<file path="config.mk">
export PLATFORM = sky130hd
export DESIGN_NAME = pdtm_div
export DESIGN_NICKNAME = d
export VERILOG_FILES = /design/src/pdtm_pkg.sv /design/src/pdtm_div.sv
export SDC_FILE = /design/constraint.sdc
export NUM_CORES = 1
export LEC_CHECK = 0
export CAP_MARGIN = 20
export CELL_PAD_IN_SITES_DETAIL_PLACEMENT = 0
export CELL_PAD_IN_SITES_GLOBAL_PLACEMENT = 1
export CORE_ASPECT_RATIO = 1.75
export CORE_MARGIN = 2
export CORE_UTILIZATION = 50
export DETAILED_ROUTE_END_ITERATION = 12
export DONT_BUFFER_PORTS = 1
export PLACE_DENSITY_LB_ADDON = 0.1
export SYNTH_ARGS = -nofsm -noshare
export SYNTH_HDL_FRONTEND = slang
export SYNTH_SLANG_ARGS = --single-unit
</file>
<file path="constraint.sdc">
create_clock -name i_clk -period 6.6 [get_ports i_clk]
set_clock_uncertainty 0.1 [all_clocks]
set_input_delay 0.66 -clock i_clk [delete_from_list [all_inputs] [get_ports i_clk]]
set_output_delay 0.66 -clock i_clk [all_outputs]
set_load 0.1 [all_outputs]
</file>
<file path="src/pdtm_pkg.sv">
// Shared constants, types and the sine table generator for the tone mixer.
// Used by the channel interfaces, the divider, the term pipeline and the top level.
// Has no dependencies of its own.
package pdtm_pkg;

    localparam int VOICES       = 16;
    localparam int SINE_ENTRIES = 1024;

    localparam int VIDX_W = (VOICES > 1) ? $clog2(VOICES) : 1;
    localparam int SIDX_W = $clog2(SINE_ENTRIES);

    localparam int FREQ_W     = 15;
    localparam int GAIN_W     = 16;
    localparam int LEN_W      = 16;
    localparam int RATE_W     = 18;
    localparam int SAMPLE_W   = 16;
    localparam int MAG_W      = SAMPLE_W - 1;
    localparam int STATUS_W   = 2;
    localparam int PHASE_W    = 32;
    localparam int RECIP_W    = 24;
    localparam int LIN_W      = 17;
    localparam int TERM_W     = 17;
    localparam int MIX_W      = TERM_W + $clog2(VOICES) + 1;
    localparam int CFG_IDX_W  = 2;
    localparam int CFG_DATA_W = 18;

    localparam int DIVIDEND_W = FREQ_W + PHASE_W;
    localparam int DIVISOR_W  = RATE_W;
    localparam int QUOT_W     = 32;

    localparam int CLAMP_LIMIT = 31129;
    localparam logic [RATE_W-1:0] RATE_RESET = RATE_W'(48000);
    localparam logic [DIVIDEND_W-1:0] RECIP_NUM = DIVIDEND_W'(1) << RECIP_W;

    localparam logic OP_TICK  = 1'b0;
    localparam logic OP_QUEUE = 1'b1;

    localparam logic [CFG_IDX_W-1:0] CFG_ENABLED     = CFG_IDX_W'(0);
    localparam logic [CFG_IDX_W-1:0] CFG_SAMPLE_RATE = CFG_IDX_W'(1);

    localparam logic [STATUS_W-1:0] ST_TICK     = STATUS_W'(0);
    localparam logic [STATUS_W-1:0] ST_ACCEPTED = STATUS_W'(1);
    localparam logic [STATUS_W-1:0] ST_DROPPED  = STATUS_W'(2);

    typedef struct packed {
        logic [PHASE_W-1:0] phase;
        logic [PHASE_W-1:0] step;
        logic [GAIN_W-1:0]  gain;
        logic [LEN_W-1:0]   len;
        logic [RECIP_W-1:0] recip;
        logic [LEN_W-1:0]   elapsed;
    } t_voice;

    // One voice's contribution request into the term pipeline.
    typedef struct packed {
        logic               valid;
        logic               last;
        logic [SIDX_W-1:0]  idx;
        logic [LEN_W-1:0]   rem;
        logic [RECIP_W-1:0] recip;
        logic [GAIN_W-1:0]  gain;
    } t_term_req;

    typedef struct packed {
        logic                     valid;
        logic                     last;
        logic signed [TERM_W-1:0] term;
    } t_term_rsp;

    localparam logic [63:0] ONE_Q30     = 64'd1 << 30;
    localparam logic [63:0] HALF_PI_Q30 = 64'd1686629713;

    function automatic logic [63:0] taylor_next(input logic [63:0] term, input logic [63:0] x);
        logic [63:0] t;
        t = (term * x) >> 30;
        return (t * x) >> 30;
    endfunction

    // Sine table entry, evaluated only on constant indexes at elaboration.
    function automatic logic signed [SAMPLE_W-1:0] rom_entry(input int unsigned k);
        logic [63:0] t;
        logic [63:0] r;
        logic [63:0] x;
        logic [63:0] term;
        logic [63:0] v;
        logic signed [63:0] sum;
        logic [1:0] quad;
        t = (64'(k) << 32) / SINE_ENTRIES;
        quad = t[31:30];
        r = {34'd0, t[29:0]};
        if (quad[0]) begin
            r = ONE_Q30 - r;
        end
        x = (r * HALF_PI_Q30) >> 30;
        sum = $signed(x);
        term = taylor_next(x, x) / 64'd6;
        sum = sum - $signed(term);
        term = taylor_next(term, x) / 64'd20;
        sum = sum + $signed(term);
        term = taylor_next(term, x) / 64'd42;
        sum = sum - $signed(term);
        term = taylor_next(term, x) / 64'd72;
        sum = sum + $signed(term);
        term = taylor_next(term, x) / 64'd110;
        sum = sum - $signed(term);
        if (sum < 0) begin
            sum = 64'sd0;
        end
        v = ($unsigned(sum) * 64'd32767 + (ONE_Q30 >> 1)) >> 30;
        if (v > 64'd32767) begin
            v = 64'd32767;
        end
        return quad[1] ? -$signed(SAMPLE_W'(v)) : $signed(SAMPLE_W'(v));
    endfunction

endpackage

</file>
<file path="src/pdtm_div.sv">
// Restoring divider that retires one quotient bit per cycle.
// Depends on pdtm_pkg for operand widths.
module pdtm_div (
    input  logic                             i_clk,
    input  logic                             i_rst_n,
    input  logic                             i_start,
    input  logic [pdtm_pkg::DIVIDEND_W-1:0]  i_dividend,
    input  logic [pdtm_pkg::DIVISOR_W-1:0]   i_divisor,
    output logic                             o_done,
    output logic [pdtm_pkg::QUOT_W-1:0]      o_quotient
);
    import pdtm_pkg::*;

    localparam int CNT_W = $clog2(DIVIDEND_W + 1);

    logic                  r_run;
    logic                  r_done;
    logic [CNT_W-1:0]      r_cnt;
    logic [DIVIDEND_W-1:0] r_dvd;
    logic [DIVISOR_W-1:0]  r_dsr;
    logic [DIVISOR_W-1:0]  r_rem;
    logic [QUOT_W-1:0]     r_quo;

    logic [DIVISOR_W:0]    w_shift;
    logic [DIVISOR_W+1:0]  w_diff;
    logic                  w_ge;

    always_comb begin
        w_shift = {r_rem, r_dvd[DIVIDEND_W-1]};
        w_diff  = {1'b0, w_shift} - {2'b00, r_dsr};
        w_ge    = !w_diff[DIVISOR_W+1];
    end

    always_ff @(posedge i_clk) begin
        if (!i_rst_n) begin
            r_run  <= 1'b0;
            r_done <= 1'b0;
            r_cnt  <= '0;
        end else begin
            r_done <= 1'b0;
            if (i_start) begin
                r_run <= 1'b1;
                r_cnt <= '0;
                r_dvd <= i_dividend;
                r_dsr <= i_divisor;
                r_rem <= '0;
                r_quo <= '0;
            end else if (r_run) begin
                r_dvd <= r_dvd << 1;
                r_rem <= w_ge ? w_diff[DIVISOR_W-1:0] : w_shift[DIVISOR_W-1:0];
                // Bits above the quotient width fall off the top, which is the wrap we want.
                r_quo <= {r_quo[QUOT_W-2:0], w_ge};
                r_cnt <= r_cnt + 1'b1;
                if (r_cnt == CNT_W'(DIVIDEND_W - 1)) begin
                    r_run  <= 1'b0;
                    r_done <= 1'b1;
                end
            end
        end
    end

    assign o_done     = r_done;
    assign o_quotient = r_quo;
endmodule

</file>
==> results.py <==
metrics = {
    "logic_synthesis": {
        "ys_seq_area_frac": 0.591,
        "synth_compound_gate_area_share": 0.116,
        "yosysMostFrequentCell": "edfxtp_1",
        "async_reset_ff_frac": 0,
        "synth-seq-cells": 123,
        "synth_edf_count": 115,
        "yosysUniqueCellTypes": 52,
        "synth_common_cells": "edfxtp_1, mux2_2, nor2b_1",
        "yosysTopAreaCell": "edfxtp_1",
        "synth_top_family_by_area": "compound AO/OA/AOI/OAI gates",
        "yosysWarningCount": 0,
        "synth_simple_gate_area_frac": 0.103,
        "synthFlopType": "edfxtp_1",
        "syn_area_um2": 6110,
        "postSynthCellCount": 467,
        "synth_top_cell_area_share": 0.565,
        "synth_xor_area_frac": 0.0186,
        "synthAdderAreaFrac": 0.0442,
        "synthMuxAreaShare": 0.0847,
        "synthTopCellsByArea": "edfxtp_1, mux2_2, ha_1, nor2b_1, dfxtp_1",
        "synth_nets": 556,
        "postSynthAreaPerCell_um2": 13.1,
    },
    "placed_design": {
        "gp_congestion": 0.842,
        "dpl_cell_area_um2": 6170,
        "port_buffers": 0,
        "dp_hpwl_um": 8590,
    },
    "floorplan": {
        "ios": 101,
        "coreArea_um2": 12000,
        "die_w_um": 87.6,
        "rows": 53,
        "die_area_um2": 13200,
        "chipHeight_um": 150,
        "start_util": 0.509,
    },
    "critical_path": {
        "worst-path-buf-inv": 0,
        "crit_family": "compound AO/OA/AOI/OAI gates",
        "crit_slowest_cell": "a211oi_4",
        "timing.rr.start": "r_rem[11]",
        "critPathMaxStageDelay_ns": 0.76,
        "arrival_ns": 3.03,
        "startpoint_type": "register",
        "path_class": "reg -> reg",
        "required_ns": 6.66,
        "cp-startpoint": "r_rem[11]",
        "crit_chain": "ha_1 -> a21o_1 -> a31oi_4 -> o21ai_2 -> a211oi_4 -> a21oi_2 -> a32o_1",
        "worstPathMaxFanout": 17,
        "worst_setup_path_end_kind": "register",
    },
    "timing": {
        "period_share": 0.450,
        "fin_crit_ns": 2.97,
        "setup_tns_ns": 0,
        "setup_viol": 0,
        "relSlewSlack": 0.308,
        "hold_viol_final": 0,
        "worst-slew-pin-transition_ns": 1.04,
        "fmax_mhz": 336,
        "grt_setup_unrepaired": "no",
        "drv_slew": 0,
        "holdWs_ns": 0.246,
    },
    "pwr": {
        "clockPowerShare": 0.414,
        "power.leakage_nw": 2.39,
        "combinationalPowerShare": 0.124,
        "p_int_mw": 1.63,
        "ir_drop_uv": 267,
        "switchingPower_uw": 595,
        "power_mw": 2.23,
        "p_seq_frac": 0.462,
        "powerDensity_nw_per_um2": 330,
        "sw_frac_of_total": 0.267,
    },
    "grt": {
        "grt_pass1_wl_um": 19900,
        "grt_max_degree": 102,
        "first_global_vias": 3871,
        "grt_use_total": 0.203,
        "grt_overflow": 0,
        "antenna_found_initial": 0,
    },
    "clock_network": {
        "cts.reportedPaths.clkPinSlew_ns": 0.06,
        "postCtsSetupBuffers": 0,
        "clk_latency_ns": 0.41,
        "cts_tree": "built",
        "cts_resized": 0,
        "root_buffer": "clkbuf_16",
        "clockBufferDepth": 2,
        "cts_buffers": 17,
        "cts_sinks": 123,
        "cts.hold.buffers_added": 0,
        "htreeDepth": 4,
    },
    "routing": {
        "drtIter0Drc": 152,
        "drt-wirelength-per-cell_um": 19.6,
        "drtPass1Iterations": 4,
        "drtAntennaViolNets": 0,
        "via_per_inst": 5.80,
        "vias": 3709,
        "routed_wl_um": 12500,
        "drc": 0,
    },
    "final_layout": {
        "drive_gt1_frac": 0.181,
        "fin_area_um2": 6750,
        "fin_nets": 551,
        "area_growth_pct": 10.4,
        "final_util": 0.563,
        "n_antenna_cell": 0,
    },
    "hold_path": {
        "hold_path_class": "in -> reg",
        "hp-start": "i_divisor[7]",
    },
    "status": {
        "status": "completed",
    },
    "job": {
        "drv_cap": 0,
    },
}
[per-layer routing]
layer,part of all wire,GRT usage,wire [µm]
met2,0.53,0.340,6590
met3,0.068,0.0861,856
met1,0.36,0.215,4580
met4,0.042,0.100,524
met5,0,0,0
[per-stage QoR]
step / std cells / setup slack, ns
floorplan: 467 / 2.81
global placement: 608 / 3.64
detailed placement: 608 / 3.65
CTS: 640 / 3.63
global route: 640 / 3.49
finish: 640 / 3.63
[worst paths after layout]
path,slack (ns),endpoint,depth (start not counted)
max reg2reg,3.63,r_rem[14],7
min,0.25,r_dsr[7],0
min reg2reg,0.40,r_cnt[5],2
max,3.63,r_rem[14],7
[state kept, by name, indices dropped and copies added, names as in the netlist]
name	flops
r_dvd	47
o_quotient	32
o_done	1
r_cnt	6
r_dsr	18
r_rem	18
r_run	1
[cell type report]
class,instances,area [µm²]
Sequential cell,123,3610
Inverter,24,90.1
Timing Repair Buffer,1,7.51
Fill cell,1029,5250
Clock inverter,11,145
Tap cell,165,206
Clock buffer,21,440
Multi-Input combinational cell,295,2250
[kinds of logic (layout without fill, tap and decap cells)]
kind of cell	Yosys count	in the layout
mux	46	46
flops	123	123
buf+inv	49	57
simple gates	114	114
fa+ha+maj	21	21
xor+xnor	13	13
compound gates	101	101
[power groups by stage]
stage / Combinational, mW / Sequential (mW) / Clock, mW
2_1_floorplan: 0.242 / 1.04 / 0
3_3_place_gp: 0.272 / 1.04 / 0
3_5_place_dp: 0.275 / 1.04 / 0
4_1_cts: 0.276 / 1.03 / 0.946
5_1_grt: 0.305 / 1.03 / 0.975
6_report: 0.276 / 1.03 / 0.922
[worst reg2reg max path, delay by kind of cell, from the launching register on]
family / cells / cell delay, ns
AOI/OAI and AO/OA: 6 / 1.76
adders and majority gates: 1 / 0.44
DFF: 1 / 0.44
[placed cells by master, fill, tap and decap left out, types with 2 or more instances in the layout]
| cell type | netlist | routed |
|---|---|---|
| o21a_1 | 3 | 2 |
| clkinvlp_4 | 0 | 2 |
| mux2_2 | 46 | 46 |
| a21oi_2 | 3 | 3 |
| nor2_1 | 13 | 13 |
| a211o_1 | 2 | 2 |
| xor2_1 | 7 | 7 |
| nand4_1 | 9 | 9 |
| and2_1 | 5 | 5 |
| or3_1 | 6 | 6 |
| clkinv_2 | 0 | 2 |
| a31oi_1 | 2 | 2 |
| a221o_1 | 2 | 2 |
| clkbuf_16 | 0 | 17 |
| a21oi_1 | 27 | 27 |
| o21ai_0 | 10 | 10 |
| and4_1 | 2 | 2 |
| a21o_1 | 8 | 8 |
| nor2b_1 | 35 | 35 |
| nand2_1 | 14 | 14 |
| o21ai_1 | 11 | 11 |
| inv_1 | 24 | 24 |
| clkbuf_1 | 11 | 4 |
| edfxtp_1 | 115 | 115 |
| or4_1 | 2 | 2 |
| xnor2_1 | 6 | 6 |
| nand2b_1 | 4 | 4 |
| o21ai_2 | 2 | 2 |
| o211ai_1 | 8 | 8 |
| dfxtp_1 | 8 | 8 |
| nor3_1 | 5 | 5 |
| clkinv_4 | 0 | 2 |
| nand3_1 | 16 | 16 |
| ha_1 | 20 | 20 |
| bufinv_16 | 0 | 3 |
| a211oi_1 | 10 | 10 |
Power figures use the tool's default switching activity.
