$ cat src/pdtm_ram.sv
// Generic single-clock RAM with one write port and one registered read port.
// No dependencies.
module pdtm_ram #(
    parameter int WIDTH = 8,
    parameter int DEPTH = 16,
    localparam int ADDR_W = (DEPTH > 1) ? $clog2(DEPTH) : 1
) (
    input  logic              i_clk,
    input  logic              i_we,
    input  logic [ADDR_W-1:0] i_waddr,
    input  logic [WIDTH-1:0]  i_wdata,
    input  logic              i_re,
    input  logic [ADDR_W-1:0] i_raddr,
    output logic [WIDTH-1:0]  o_rdata
);
    logic [WIDTH-1:0] r_mem [DEPTH];
    logic [WIDTH-1:0] r_rdata;

    always_ff @(posedge i_clk) begin
        if (i_we) begin
            r_mem[i_waddr] <= i_wdata;
        end
        if (i_re) begin
            r_rdata <= r_mem[i_raddr];
        end
    end

    assign o_rdata = r_rdata;
endmodule

$ cat config.mk
export PLATFORM = sky130hd
export DESIGN_NAME = pdtm_ram
export DESIGN_NICKNAME = d
export VERILOG_FILES = /design/src/pdtm_ram.sv
export SDC_FILE = /design/constraint.sdc
export NUM_CORES = 1
export LEC_CHECK = 0
export BUFFER_PORTS_ARGS = -buffer_cell sky130_fd_sc_hd__buf_2
export CAP_MARGIN = 20
export CORE_ASPECT_RATIO = 0.5
export CORE_UTILIZATION = 30
export DETAILED_ROUTE_END_ITERATION = 12
export PLACE_DENSITY = 0.53
export SKIP_CTS_REPAIR_TIMING = 1
export SLEW_MARGIN = 5
export SYNTH_ARGS = -nofsm -noshare
export SYNTH_HDL_FRONTEND = slang
export SYNTH_SLANG_ARGS = --single-unit
$ cat constraint.sdc
create_clock -name i_clk -period 1.7 [get_ports i_clk]
set_input_delay 0.34 -clock i_clk [delete_from_list [all_inputs] [get_ports i_clk]]
set_output_delay 0.34 -clock i_clk [all_outputs]
set_load 0.01 [all_outputs]
==> metrics, run 1 <==
status=finished clean; final wirelength=10600 um; Period Utilization, post-route=93.4%; vias in the first global route=2708; Final Max Tran Viols=0; # DRC=0; CORE AREA=16700 um2; Starting Density=31.3%; setup violators final=0; Clock Path Buffers=2; YS warnings=0; Mapped Area=5230 um2; reg2reg start=r_mem[10][5]; wire length per cell=19.8 um; worst skew pair latency=400 ps; GPL Wtd Cong=0.765; row count=33; Slew @ Worst Pin=630 ps; area delta synth->final=21.7%; Crit. End Element=register; cell leakage power=2.14 nW; H-tree depth=4; Worst Skew=11.2 ps; most common cell after layout, fill and taps aside=edfxtp_1; routed via count=2529; max-cap violations=0; Mean Syn Cell Area=22.8 um2; layout cell share with drive strength beyond 1=31.9%; Mapped Nets=248; HPWL after detailed placement=7290 um; HP Class=in -> reg; Max-slew headroom=57.9%; Yosys cell types=18; Vias per Instance=4.74; max frequency=630 MHz; Worst Path Required=1830 ps; die span in y=95.3 um; Worst Path Arrival=1720 ps; hold path depth=1; Num CTS Buffers=17; # diodes=0; Gate Count Post-Synth=229; RSZ-0062 raised after global routing=false; Peak VDD IR=0.517 mV; Hold Path Origin=i_re; Buffers on Ports=26; PwrDens=1160 nW/um2; 1st-pass router iterations=4; Worst Reg-to-Reg Cells=3; grt ovf=0; clk slew on worst S/H paths=60 ps; DRT antenna net count=0; initial DRC count=264; die width=189 um; worst r2r dst=o_rdata[5]; CP startpoint=r_mem[10][5]; num ports=27; sequential share of the synthesized area=78.1%; final hold slack=300 ps; clock net sink count=136; Fin. Hold Viols=0; DIE AREA=18000 um2; largest net degree at the start of global routing=21; Hold Path End=o_rdata[0]; clock root buffer=clkbuf_16; minimum clock period after layout=1590 ps; most frequent cells in the layout=136 x edfxtp_1, 26 x buf_2, 26 x buf_4, 18 x mux4_2, 17 x clkbuf_16; startpoint types=register; CTS tree=done; Layout Nets=314; GRT Total Usage=12.9%; first-pass GRT wire length=16200 um; antenna violations before repair=0; fill count=1484; r2r setup slk=110 ps; #FFs+latches synth=136; Final Cell Area=6360 um2; worst setup path class=reg -> reg; dpl cell area=5860 um2; CP Max Fanout=1
layout make-up:
| type | instances | area (um2) | area share (%) |
|---|---|---|---|
| Clock buffer | 26 | 459 | 7.22 |
| Clock inverter | 5 | 48.8 | 0.767 |
| Multi-Input combinational cell | 83 | 1060 | 16.7 |
| Sequential cell | 136 | 4080 | 64.2 |
| Tap cell | 227 | 284 | 4.46 |
| Timing Repair Buffer | 57 | 425 | 6.69 |
critical path, cell delays in order (launching register included):
cell and delay, ps:
edfxtp_1 370, mux4_1 540, a22oi_1 260, nand2_1 140
stage by stage:
stage	setup slack [ps]	power [mW]	cells	utilization (%)	TNS [ps]
3_3_place_gp	-270	4.25	503	35.0	-1630
3_5_place_dp	-303	4.26	503	35.0	-1750
2_1_floorplan	77.6	4.06	229	-	0
4_1_cts	125	7.45	534	38.1	0
5_1_grt	46.5	7.64	534	38.1	0
6_report	112	7.37	534	38.1	0
metal layers:
layer	wire (um)	part of all wire, %	track usage, %
met1	4740	45	16.9
met2	5060	48	20.2
met3	703	6.6	4.31
met4	80	0.76	4.70
met5	0	0	0
how the worst max path moves through the flow:
stage / end / slack (ps) / cells past startpoint
detailed placement: o_rdata[1] / -300 / 6
global route: o_rdata[5] / 50 / 3
floorplan: o_rdata[1] / 80 / 5
global placement: o_rdata[1] / -270 / 6
finish: o_rdata[5] / 110 / 3
CTS: o_rdata[5] / 120 / 3
state kept, by name (all words and copies together), names as in the netlist:
register	count
r_mem	128
o_rdata	8
report_power, final:
part / internal [mW] / switching [mW] / leakage, nW / total (mW)
registers: 3.78 / 0.0217 / 1.24 / 3.80
logic: 0.171 / 0.213 / 0.658 / 0.384
clock network: 1.99 / 1.19 / 0.248 / 3.18
total: 5.94 / 1.43 / 2.14 / 7.37
Yosys cell counts:
master,count,share of area [%]
and2_1,1,0.12
nor2_1,13,0.93
nor3_1,4,0.38
nor2b_1,1,0.12
edfxtp_1,136,78
buf_2,3,0.29
mux4_1,14,7.0
buf_4,1,0.14
nand3b_1,2,0.29
mux4_2,18,7.8
nand2_1,9,0.65
clkdlybuf4s25_2,3,0.57
and2b_1,1,0.14
buf_6,3,0.65
nand2b_1,2,0.24
or3b_2,1,0.17
a22oi_1,16,2.3
nand3_1,1,0.096
logic make-up (layout without fill, tap and decap cells):
kind of cell,after synthesis,in the layout,share of synthesized area (%)
DFF,136,136,78.1
buffers and inverters,10,88,1.65
muxes,32,32,14.8
AOI/OAI and AO/OA,16,16,2.30
and+or+nand+nor,35,35,3.14
(Power assumes the default switching activity.)
==> inputs of run 2 (changes only) <==
==> constraint.sdc (replaced) <==
create_clock -name i_clk -period 1.7 [get_ports i_clk]
set_input_delay 0.085 -clock i_clk [delete_from_list [all_inputs] [get_ports i_clk]]
set_output_delay 0.085 -clock i_clk [all_outputs]
set_load 0.01 [all_outputs]
==> run 2 against run 1 <==
  * Clock power is 6% higher
  * First-iteration DRC count down 32%
  * Combinational power is 4% lower
  * Sequential power is essentially flat
==> metrics, run 2 (synthesis results as in run 1) <==
startpoint types=register (unchanged); Crit. End Element=register (unchanged); CP cell instances=mux4_1 > a22oi_1 > nand2_1 (unchanged); num ports=27 (unchanged); clock net sink count=136 (unchanged); Worst Path Required=1830 ps (about the same); wire length per cell=19.7 um (was 19.8 um); most common cell after layout, fill and taps aside=edfxtp_1 (unchanged); cell leakage power=2.10 nW (was 2.14 nW); reg2reg start=r_mem[5][2] (was r_mem[10][5]); CP startpoint=r_mem[5][2] (was r_mem[10][5]); antenna violations before repair=0 (unchanged); Worst Skew=11.4 ps (was 11.2 ps); max frequency=623 MHz (was 630 MHz); Max-slew headroom=69.0% (was 57.9%); Clock Path Buffers=2 (unchanged); Starting Density=31.3% (unchanged); area delta synth->final=21.0% (was 21.7%); Int Power=5.94 mW (about the same); Fin. Hold Viols=0 (unchanged); worst setup path class=reg -> reg (unchanged); Logic pwr share=4.9% (was 5.2%); CP Buf/Inv Count=0 (unchanged); CTS tree=done (unchanged); DIE AREA=18000 um2 (unchanged); worst r2r dst=o_rdata[2] (was o_rdata[5]); # diodes=0 (unchanged); max-cap violations=0 (unchanged); CP Max Fanout=1 (unchanged); largest net degree at the start of global routing=33 (was 21); largest stage delay on the critical path=550 ps (was 540 ps); minimum clock period after layout=1610 ps (was 1590 ps); PwrDens=1190 nW/um2 (was 1160 nW/um2); CORE AREA=16700 um2 (unchanged); layout cell share with drive strength beyond 1=33.3% (was 31.9%); Clk pwr share=44.7% (was 43.2%); CP Depth=3 (unchanged); vias in the first global route=2548 (was 2708); status=finished clean (unchanged); Crit-path slowest cell=mux4_1 (unchanged); initial DRC count=180 (was 264); HP Class=in -> reg (unchanged); Vias per Instance=4.66 (was 4.74); setup violators final=0 (unchanged); Buffers on Ports=26 (unchanged); fill count=1503 (was 1484); die span in y=95.3 um (unchanged); row count=33 (unchanged); r2r setup slk=90 ps (was 110 ps); setup TNS=0 ps (unchanged); most frequent cells in the layout=136 x edfxtp_1, 26 x buf_2, 20 x buf_4, 18 x mux4_2, 17 x clkbuf_16 (was 136 x edfxtp_1, 26 x buf_2, 26 x buf_4, 18 x mux4_2, 17 x clkbuf_16); worst skew pair latency=400 ps (about the same); Worst Reg-to-Reg Cells=3 (unchanged); register bank with the most flops=r_mem (unchanged); P_sw=1.59 mW (was 1.43 mW); final wirelength=10400 um (was 10600 um); routed via count=2454 (was 2529); Worst Path Arrival=1740 ps (was 1720 ps); GPL Wtd Cong=0.751 (was 0.765); Num CTS Buffers=17 (unchanged); clk slew on worst S/H paths=60 ps (about the same); Worst path top cell family by delay=multiplexers (unchanged); # DRC=0 (unchanged); 1st-pass router iterations=4 (unchanged); Seq pwr share=50.4% (was 51.6%); first-pass GRT wire length=15900 um (was 16200 um); RSZ-0062 raised after global routing=false (unchanged); die width=189 um (unchanged); Period Utilization, post-route=94.5% (was 93.4%); Layout Nets=306 (was 314); Peak VDD IR=0.668 mV (was 0.517 mV); GRT Total Usage=12.7% (was 12.9%); H-tree depth=4 (unchanged); HPWL after detailed placement=6610 um (was 7290 um); Slew @ Worst Pin=464 ps (was 630 ps); clock root buffer=clkbuf_16 (unchanged); grt ovf=0 (unchanged); total power=7.53 mW (was 7.37 mW); Final Max Tran Viols=0 (unchanged); max reg flops=128 (unchanged); DRT antenna net count=0 (unchanged); Critical Path End=o_rdata[2] (was o_rdata[5]); hold path depth=1 (unchanged); switch share=21.1% (was 19.4%)
run 2: worst reg2reg max path, stage by stage, from the launching register on:
cell	delay, ps
edfxtp_1	350
mux4_1	550
a22oi_1	280
nand2_1	150
run 2: power groups by stage:
stage	Sequential (mW)	Clock, mW	Combinational (mW)
final	3.80	3.36	0.370
after global routing	3.80	3.60	0.399
after CTS	3.80	3.46	0.376
after detailed placement	3.87	0	0.375
after global placement	3.86	0	0.366
after floorplan	3.87	0	0.191
run 2: worst min-delay path by stage:
stage / to / start / slack (ps)
after CTS: o_rdata[2] / i_re / 40
after floorplan: r_mem[0][0] / i_wdata[0] / 180
after global placement: r_mem[11][7] / i_wdata[7] / 470
after global routing: o_rdata[0] / i_re / 40
final: o_rdata[0] / i_re / 60
after detailed placement: o_rdata[2] / i_re / 480
run 2: metrics by stage:
step,hold slack (ps),std cells,area [um2],worst slack [ps],utilization [%]
floorplan,184,229,5230,122,-
global placement,471,495,5770,-71.2,34.5
detailed placement,475,495,5770,-65.7,34.5
CTS,41.0,527,6320,108,37.8
global route,44.5,527,6320,30.8,37.8
finish,55.4,527,6320,93.6,37.8
run 2: metal layers:
layer	track usage, %	wire (um)	vias up
met1	17.0	5020	1290
met4	4.03	53	0
met5	0	0	-
met3	3.50	517	4
met2	20.1	4770	62
li1	-	-	1098
run 2: cell type report:
class / instances / area (um2) / share of cell area [%]
clock buffers: 17 / 425 / 6.73
clock inverters: 15 / 133 / 2.10
multi-input cells: 83 / 1060 / 16.7
flip-flops and latches: 136 / 4080 / 64.6
well taps: 227 / 284 / 4.49
repair buffers: 49 / 340 / 5.38
==> inputs of run 3 (changes only) <==
- BUFFER_PORTS_ARGS: -buffer_cell sky130_fd_sc_hd__buf_2 -> -buffer_cell sky130_fd_sc_hd__buf_4
- PLACE_DENSITY: 0.53 -> 0.43
==> run 3 against run 2 <==
  * Flip-flop and latch count stayed put
  * Clock power is 7.4% higher
  * Largest power group unchanged
  * First-iteration DRC count down 14%
  * Setup slack improved by 18 ps
  * Non-clock buffer count grew 8
  * Global-route usage is 1.0 points higher
  * Register-to-register slack improved by 20 ps
  * Worst hold slack worse by 58 ps
  * Wire length grew 8.5%
  * The flow now finishes with violations (negative hold slack)
  * Power increased by 3.9%
  * Combinational power is 11% higher
==> metrics, run 3 (synthesis results as in run 1) <==
layout cell share with drive strength beyond 1=33.6% (was 33.3%); clock net sink count=136 (unchanged); most common cell after layout, fill and taps aside=edfxtp_1 (unchanged); minimum clock period after layout=1590 ps (was 1610 ps); Num CTS Buffers=17 (unchanged); Storage cell area=4080 um2 (unchanged); vias in the first global route=2672 (was 2548); largest stage delay on the critical path=490 ps (was 550 ps); # diodes=0 (unchanged); post-layout util=38.7% (was 37.8%); status=finished with violations (was finished clean); Crit-path slowest cell=mux4_1 (unchanged); HP Class=in -> reg (unchanged); largest net degree at the start of global routing=17 (was 33); HPWL after detailed placement=7210 um (was 6610 um); Final Max Tran Viols=0 (unchanged); CP Max Fanout=1 (unchanged); Worst Path Arrival=1740 ps (about the same); PwrDens=1210 nW/um2 (was 1190 nW/um2); Max-slew headroom=71.6% (was 69.0%); Period Utilization, post-route=93.4% (was 94.5%); pre-CTS WS=-106 ps (was -65.7 ps); Peak VDD IR=0.608 mV (was 0.668 mV); die width=189 um (unchanged); GRT Total Usage=13.7% (was 12.7%); DIE AREA=18000 um2 (unchanged); max reg flops=128 (unchanged); initial DRC count=154 (was 180); CORE AREA=16700 um2 (unchanged); 1st-pass router iterations=4 (unchanged); Layout Nets=314 (was 306); worst setup path class=reg -> reg (unchanged); grt ovf=0 (unchanged); Clock Path Buffers=2 (unchanged); RSZ-0062 raised after global routing=false (unchanged); worst skew pair latency=410 ps (was 400 ps); CP cell instances=mux4_1 > a22oi_1 > nand2_1 (unchanged); routed via count=2494 (was 2454); startpoint types=register (unchanged); Buffers on Ports=26 (unchanged); Finished Layout Cells=534 (was 527); area delta synth->final=23.9% (was 21.0%); register bank with the most flops=r_mem (unchanged); die span in y=95.3 um (unchanged); Worst Skew=10.1 ps (was 11.4 ps); GPL Wtd Cong=0.750 (was 0.751); Placed Instances=501 (was 495); clock root buffer=clkbuf_16 (unchanged); DRT antenna net count=0 (unchanged); first-pass GRT wire length=16900 um (was 15900 um); # DRC=0 (unchanged); wire length per cell=21.0 um (was 19.7 um); Vias per Instance=4.67 (was 4.66); final hold slack=-2.35 ps (was 55.4 ps); area of the multi-input gates=1060 um2 (about the same); final wirelength=11200 um (was 10400 um); Crit. End Element=register (unchanged); H-tree depth=4 (unchanged); Fin. Hold Viols=4 (was 0); fill count=1499 (was 1503); most frequent cells in the layout=136 x edfxtp_1, 53 x buf_4, 18 x mux4_2, 17 x clkbuf_16, 15 x a22oi_1 (was 136 x edfxtp_1, 26 x buf_2, 20 x buf_4, 18 x mux4_2, 17 x clkbuf_16); Starting Density=31.3% (unchanged); antenna violations before repair=0 (unchanged); Worst Setup Slack, final=112 ps (was 93.6 ps); max-cap violations=0 (unchanged); cell leakage power=2.17 nW (was 2.10 nW); num ports=27 (unchanged); failing checks=negative hold slack; row count=33 (unchanged); max frequency=630 MHz (was 623 MHz); Slew @ Worst Pin=427 ps (was 464 ps); CTS tree=done (unchanged); Worst Path Required=1850 ps (was 1830 ps); setup violators final=0 (unchanged); clk slew on worst S/H paths=60 ps (about the same)
-- run 3: changes by cell type in the layout (fill, tap and decap cells not counted), sizes merged --
cell         change
clkinvlp         -2
buf              +6
clkinv           -3
dlygate4sd3      +2
bufinv           +2
clkbuf           +2
-- run 3: layout make-up --
cell class                 count  area share (%)
clock buffer                  19            6.69
timing repair buffer          57            7.07
clock inverter                12            2.38
multi-input combinational     83            16.4
sequential                   136            63.1
tap                          227            4.39
-- run 3: worst paths after layout --
kind | startpoint | to | slack, ps | depth (start not counted)
setup / recovery | r_mem[2][1] | o_rdata[1] | 110 | 3
setup reg to reg | r_mem[2][1] | o_rdata[1] | 110 | 3
hold reg to reg | r_mem[11][3] | o_rdata[3] | 760 | 3
hold / removal | i_wdata[4] | r_mem[6][4] | -2 | 1
-- run 3: per-stage QoR --
| step | power [mW] | instance area [um2] | setup TNS, ps |
|---|---|---|---|
| 2_1_floorplan | 4.06 | 5230 | 0 |
| 3_3_place_gp | 4.27 | 5860 | -134 |
| 3_5_place_dp | 4.28 | 5860 | -228 |
| 4_1_cts | 7.91 | 6450 | 0 |
| 5_1_grt | 8.07 | 6470 | 0 |
| 6_report | 7.82 | 6470 | 0 |
-- run 3: per-layer routing --
metal | global-route usage [%] | share of wire [%] | vias up
met5 | 0 | 0 | -
met4 | 6.05 | 1.5 | 0
met3 | 2.94 | 5.3 | 12
met2 | 21.1 | 46 | 73
met1 | 18.8 | 48 | 1293
li1 | - | - | 1116
-- run 3: power breakdown --
part           internal (mW)  switching (mW)
sequential              3.78          0.0184
combinational          0.190           0.223
clock                   2.29            1.32
-- run 3: critical path, delay by kind of cell, from the launching register on --
kind            cells  cell delay (ps)
mux                 1              490
compound gates      1              380
flops               1              360
simple gates        1              100
